**config.mk**
```make
export PLATFORM = sky130hd
export DESIGN_NAME = qau_sat
export DESIGN_NICKNAME = d
export VERILOG_FILES = /design/src/rtl/qau_pkg.sv /design/src/rtl/qau_sat.sv
export SDC_FILE = /design/constraint.sdc
export NUM_CORES = 1
export LEC_CHECK = 0
export BUFFER_PORTS_ARGS = -buffer_cell sky130_fd_sc_hd__buf_2
export CAP_MARGIN = 30
export CORE_AREA = 2 2 63 65
export DETAILED_ROUTE_END_ITERATION = 7
export DIE_AREA = 0 0 65 67
export PLACE_DENSITY = 0.73
export SKIP_LAST_GASP = 1
export SLEW_MARGIN = 20
export SYNTH_ARGS = -nofsm -noshare
export SYNTH_HDL_FRONTEND = slang
export SYNTH_SLANG_ARGS = --single-unit
```
**constraint.sdc**
```tcl
create_clock -name vclk -period 3.2
set_input_delay 0.96 -clock vclk [all_inputs]
set_output_delay 0.96 -clock vclk [all_outputs]
set_load 0.005 [all_outputs]
```
**src/rtl/qau_pkg.sv**
```systemverilog
`timescale 1ns / 1ps
// Shared types, widths and mode codes of the quaternion arithmetic unit.
// No dependencies; used by every other file of the block.
package qau_pkg;

  // Component format: signed two's complement with two integer bits.
  localparam int CW   = 16;
  localparam int FRAC = CW - 2;

  // Raw product of two components and the rounded form of it.
  localparam int PW  = 2 * CW;
  localparam int RW1 = CW + 2;
  // Sum of up to four rounded products (quaternion product, A, D, cross).
  localparam int SW  = CW + 4;
  // Raw and rounded product of a first-level sum with a component.
  localparam int P2W = SW + CW;
  localparam int R2W = P2W - FRAC;
  // Final pre-saturation sum, with headroom for the doubled rotate terms.
  localparam int FW  = CW + 9;

  typedef enum logic [1:0] {
    MODE_MUL  = 2'd0,
    MODE_ROT  = 2'd1,
    MODE_CONJ = 2'd2
  } mode_t;

  typedef struct packed {
    logic [1:0]           mode;
    logic signed [CW-1:0] a_w;
    logic signed [CW-1:0] a_x;
    logic signed [CW-1:0] a_y;
    logic signed [CW-1:0] a_z;
    logic signed [CW-1:0] b_w;
    logic signed [CW-1:0] b_x;
    logic signed [CW-1:0] b_y;
    logic signed [CW-1:0] b_z;
  } qau_in_t;

  typedef struct packed {
    logic signed [CW-1:0] r_w;
    logic signed [CW-1:0] r_x;
    logic signed [CW-1:0] r_y;
    logic signed [CW-1:0] r_z;
    logic                 saturated;
  } qau_out_t;

endpackage

```
**src/rtl/qau_sat.sv**
```systemverilog
`timescale 1ns / 1ps
// Output saturation of the quaternion arithmetic unit: clips four wide
// sums to the component range and flags any clipping. Depends on qau_pkg.
module qau_sat (
  input  logic signed [qau_pkg::FW-1:0] fin_w,
  input  logic signed [qau_pkg::FW-1:0] fin_x,
  input  logic signed [qau_pkg::FW-1:0] fin_y,
  input  logic signed [qau_pkg::FW-1:0] fin_z,
  output qau_pkg::qau_out_t             res
);
  import qau_pkg::*;

  localparam logic signed [FW-1:0] SMAX = FW'((64'sd1 <<< (CW - 1)) - 64'sd1);
  localparam logic signed [FW-1:0] SMIN = -SMAX - FW'(1);

  logic signed [FW-1:0] fin [4];
  logic signed [CW-1:0] clp [4];
  logic [3:0]           hit;

  assign fin[0] = fin_w;
  assign fin[1] = fin_x;
  assign fin[2] = fin_y;
  assign fin[3] = fin_z;

  always_comb begin
    for (int i = 0; i < 4; i++) begin
      if (fin[i] > SMAX) begin
        clp[i] = SMAX[CW-1:0];
        hit[i] = 1'b1;
      end else if (fin[i] < SMIN) begin
        clp[i] = SMIN[CW-1:0];
        hit[i] = 1'b1;
      end else begin
        clp[i] = fin[i][CW-1:0];
        hit[i] = 1'b0;
      end
    end
  end

  assign res.r_w       = clp[0];
  assign res.r_x       = clp[1];
  assign res.r_y       = clp[2];
  assign res.r_z       = clp[3];
  assign res.saturated = |hit;

endmodule

```
# == Yosys cells after proc, flatten, opt, wreduce, memory -nomap -nowiden ==
# Cells that the tools add are included.
# op_classes
mux,16
n_lt_le_gt_ge,8
reduce_logical,1
# op_table
operator,count
$mux W16,8
$gt A25 B16 Y1 const B,4
$lt A25 B16 Y1 const B,4
$mux W1,8
$reduce_or A4 Y1,1
# totals
register_bits,0
output_inout_bits,65

# == Depth between registers and ports, before layout ==
# Gate-level depths: netlist (run 1).
# logic_depth
depth_word,4
depth_mapped,5

# == Least setup slack after synthesis (run 1) ==
# No wires, ideal clock.
# synth_path
path_kind,input -> output
from,input fin_z[20] (netlist bit)
to,output res[10] (netlist bit)
slack_ns,0.445
n_path_buf,1
required_ns,2.240
arrival_ns,1.795
path_stages,4
path_cell_list,nor4_2 > a31oi_2 > buf_6 > o21a_1
# synth_rtl
element,line_no,source
from (decl),qau_sat.sv:8,"input logic signed [qau_pkg::FW-1:0] fin_z,"
to (decl),qau_sat.sv:9,output qau_pkg::qau_out_t res

==> results.toml, run 1 <==
[run_status]
status = "completed"

[floorplanning]
start_util_pct = 24.22
io_pins = 165
die_area_sq_um = 4355
die_h_microns = 67
die_w_microns = 65
num_rows = 22
coreArea_sq_um = 3606

[worst_hold_path]
hold_class = "primary input to output pin"
min-delay-start = "fin_z[24]"
min_delay_path_depth = 2
whs_endpoint = "res[16]"

[synthesis]
syn_avg_cell_area_sq_um = 7.464
synth_area_leaders = "o21a_1, a21o_1, buf_6, nand3_1, a31oi_2"
synthCells = 117
ys_seq_area_share_pct = 0
synth_cell_type_count = 14
syn_area_sq_um = 873.3
synthDominantCellAreaShare_pct = 38.68
synth_top_area_cell = "o21a_1"
yosys_warnings = 0
synth_fp_nets = 217

[power]
swShare_pct = 44.47
clock_power_share_pct = 0
p_int_mw = 0.1176
switching_power_mw = 0.09417
ir_drop_mv = 0.05634
p_comb_share_pct = 100.0
power.density_nw_per_um2 = 123.5
seqPwrFrac_pct = 0
power.leakage_nw = 0.9252

[setup_path]
worstSetupPathType = "primary input to output pin"
crit_path_max_fanout = 15
worst_ep_required_time_ns = 2.24
end_kind = "output pin"
start_kind = "primary input"
crit_arrival_ns = 2.12

[route]
ant_nets = 0
routed-via-count = 1494
dr.first_iter.drc_count = 42
routed_wirelength_microns = 3764
drc_errors = 0
via_per_inst = 4.640
dr.pass1.iters = 3
wl_per_cell_microns = 11.69

[final_layout]
clkbuf_count = 0
final_common_cell = "buf_2"
n_antenna_cell = 0
ff_latch_area_sq_um = 0
final_cell_mix = "buf_2, o21a_1, a21o_1"
nFillCells = 367
drive_above_1_share_pct = 66.06
nets = 376
multi_input_area_sq_um = 798.3
nFlopsAndLatches = 0
syn2layout_area_growth_pct = 96.27
fin_cells = 322

[sta]
setup_viol = 0
period_needed_ns = 3.077
slew_violations = 0
period_share_pct = 96.16
setup_tns_ns = 0
max_slew.worst_pin.slew_ns = 0.6586
rsz0062_at_grt = "no"
slew_headroom_pct = 55.95
max_freq_mhz = 325.0
finalHoldViolations = 0

[clock_network]
post_cts_buffers = 0
post_cts_hold_buffer_count = 0

[grt]
grt-ovfl-total = 0
grt_usage_pct = 14.06
grt_pass1_wl_microns = 5112
grt_antenna_before_repair = 0
grt_max_degree = 16
grt_pass1_vias = 1214

[placement]
place.gp.congestion = 0.7350
portBuffers = 165
place_inst = 322
dpl.hpwl_microns = 3187

[flow_run]
timing.max_cap.violations = 0
## power groups by stage
| stage | sequential [mW] | clock, mW | combinational [mW] |
|---|---|---|---|
| after detailed placement | 0 | 0 | 0.209 |
| after CTS | 0 | 0 | 0.210 |
| final | 0 | 0 | 0.212 |
| after global routing | 0 | 0 | 0.234 |
| after global placement | 0 | 0 | 0.206 |
| after floorplan | 0 | 0 | 0.0912 |
## metal layers
metal / global-route usage, % / part of all wire [%] / vias up
met2: 28.35 / 51 / 84
li1: - / - / 783
met5: 0 / 0 / -
met1: 16.20 / 38 / 627
met3: 2.365 / 10 / 0
met4: 0 / 0 / 0
## how the worst max path moves through the flow
stage                     cells past startpoint  slack, ns       from       to
after floorplan                               4       0.45  fin_z[20]  res[10]
after global placement                        5       0.12  fin_x[19]  res[33]
after detailed placement                      5       0.08  fin_x[19]  res[43]
after CTS                                     5       0.09  fin_x[19]  res[43]
after global routing                          5      0.008  fin_w[15]  res[62]
final                                         5       0.12  fin_z[20]   res[2]
## worst max-delay path, stage by stage
cell and delay (ns):
buf_2 0.11, nor4_2 0.33, a31oi_2 0.32, o21a_1 0.27, buf_2 0.12
## final cells by class
type,count,share of cell area (%)
multi-input combinational,105,46.57
tap,48,3.504
timing repair buffer,169,49.93
## Yosys cell counts, drive strengths merged
cell type,n
o21a,45
a21o,15
nand3,12
buf,8
nand4,5
a31oi,4
and4,4
clkbuf,4
nor2,4
nor3,4
nor4,4
o21ai,4
o22ai,4
## through the flow
stage / setup WS, ns / total power, mW / instance area [sq um] / util [%] / hold WS (ns)
after floorplan: 0.4451 / 0.09124 / 873.3 / - / 1.999
after global placement: 0.1197 / 0.2065 / 1688 / 46.81 / 2.174
after detailed placement: 0.08133 / 0.2094 / 1688 / 46.81 / 2.180
after CTS: 0.08507 / 0.2104 / 1688 / 46.81 / 2.182
after global routing: 0.008224 / 0.2340 / 1714 / 47.54 / 2.193
final: 0.1230 / 0.2118 / 1714 / 47.54 / 2.179
## logic make-up after synthesis
family	synth area share [%]
simple gates	24.21
compound gates	64.18
buf+inv	11.60
## repair_timing
item,in CTS,in global routing
gates resized for setup,0,3
setup endpoints to repair,0,18
hold endpoints to repair,0,0
No activity file was read; power rests on OpenSTA's default activity.
==> run 2: changes to the inputs <==
Settings changed: PLACE_DENSITY 0.73 to 0.82, SLEW_MARGIN 20 to not set.
==> results.toml, run 2 (synthesis gave the netlist of run 1 again) <==
[grt]
grt-ovfl-total = 0
grt_use_met2_pct = 31.57
grt_usage_pct = 14.77
grt_antenna_before_repair = 0
busiest_layer = "met2"
use_met1_pct = 16.00
grt_pass1_vias = 1361
grt_max_degree = 16
use_met3_pct = 1.858
grt_pass1_wl_microns = 5478

[final_layout]
fin_cells = 322
nets = 376
final_cell_mix = "buf_2, o21a_1, a21o_1"
multi_input_area_sq_um = 789.5
final_common_cell = "buf_2"
clkbuf_count = 0
syn2layout_area_growth_pct = 95.27
n_antenna_cell = 0
nFlopsAndLatches = 0
drive_above_1_share_pct = 66.06
nFillCells = 376
ff_latch_area_sq_um = 0

[floorplanning]
die_area_sq_um = 4355
coreArea_sq_um = 3606
num_rows = 22
die_w_microns = 65
start_util_pct = 24.22
io_pins = 165
die_h_microns = 67

[sta]
fin_ws_ns = 0.1108
max_slew.worst_pin.slew_ns = 0.6785
period_needed_ns = 3.089
slew_headroom_pct = 54.62
hold_slack_ns = 2.180
slew_violations = 0
finalHoldViolations = 0
period_share_pct = 96.54
setup_viol = 0
max_freq_mhz = 323.7
rsz0062_at_grt = "yes"

[setup_path]
crit_path_max_fanout = 15
end_kind = "output pin"
worst_ep_required_time_ns = 2.24
crit_end = "res[59]"
start_kind = "primary input"
worstSetupPathType = "primary input to output pin"
startpoint = "fin_w[15]"
crit_arrival_ns = 2.13

[route]
dr.first_iter.drc_count = 32
routed-via-count = 1534
ant_nets = 0
via_per_inst = 4.764
wl_per_cell_microns = 11.43
dr.pass1.iters = 3
routed_wirelength_microns = 3682
drc_errors = 0

[placement]
place_inst = 322
pre_cts_ws_ns = 0.05755
place.gp.congestion = 0.7821
dpl.hpwl_microns = 3239
portBuffers = 165

[power]
power.density_nw_per_um2 = 123.7
power.leakage_nw = 0.9244
ir_drop_mv = 0.07101

[flow_run]
timing.max_cap.violations = 0

[worst_hold_path]
hold_class = "primary input to output pin"

[run_status]
status = "completed"
-- run 2: area by class of cell --
class	instances	share of cell area (%)
Timing Repair Buffer	169	50.18
Multi-Input combinational cell	105	46.29
Tap cell	48	3.522
-- run 2: how the worst min path moves through the flow --
stage / from / end / slack [ns] / cells after the start
6_report: fin_w[14] / res[63] / 2.18 / 3
5_1_grt: fin_w[3] / res[52] / 2.19 / 3
4_1_cts: fin_y[24] / res[32] / 2.18 / 2
3_5_place_dp: fin_y[24] / res[32] / 2.18 / 2
3_3_place_gp: fin_y[24] / res[32] / 2.17 / 2
2_1_floorplan: fin_z[24] / res[16] / 2.00 / 1
-- run 2: worst max-delay path, cell delays in order --
cell,delay [ns]
buf_2,0.12
nor4_2,0.34
a31oi_2,0.33
a21o_1,0.25
buf_2,0.12
-- run 2: what timing repair did --
item / 4_1_cts / 5_1_grt
buffers inserted: 0 / 0
hold buffers: 0 / 0
resized for setup: 0 / 2
endpoints found under the setup margin: 0 / 29
-- run 2: per-layer routing --
metal,vias to the layer above,wire [microns]
li1,784,-
met1,665,1392
met2,85,1892
met3,0,397
met4,0,0
met5,-,0
-- run 2: metrics by stage --
step                      util [%]  power (mW)  setup TNS [ns]  cell area (sq um)
final                        47.29      0.2109               0               1705
after global placement       46.81      0.2056               0               1688
after CTS                    46.81      0.2107               0               1688
after detailed placement     46.81      0.2099               0               1688
after floorplan                  -     0.09124               0              873.3
after global routing         47.29      0.2342       -0.008605               1705
-- run 2: report_power, final --
part	switching, mW	internal, mW	leakage [nW]
Clock	0	0	0
Combinational	0.0937	0.117	0.924
Sequential	0	0	0
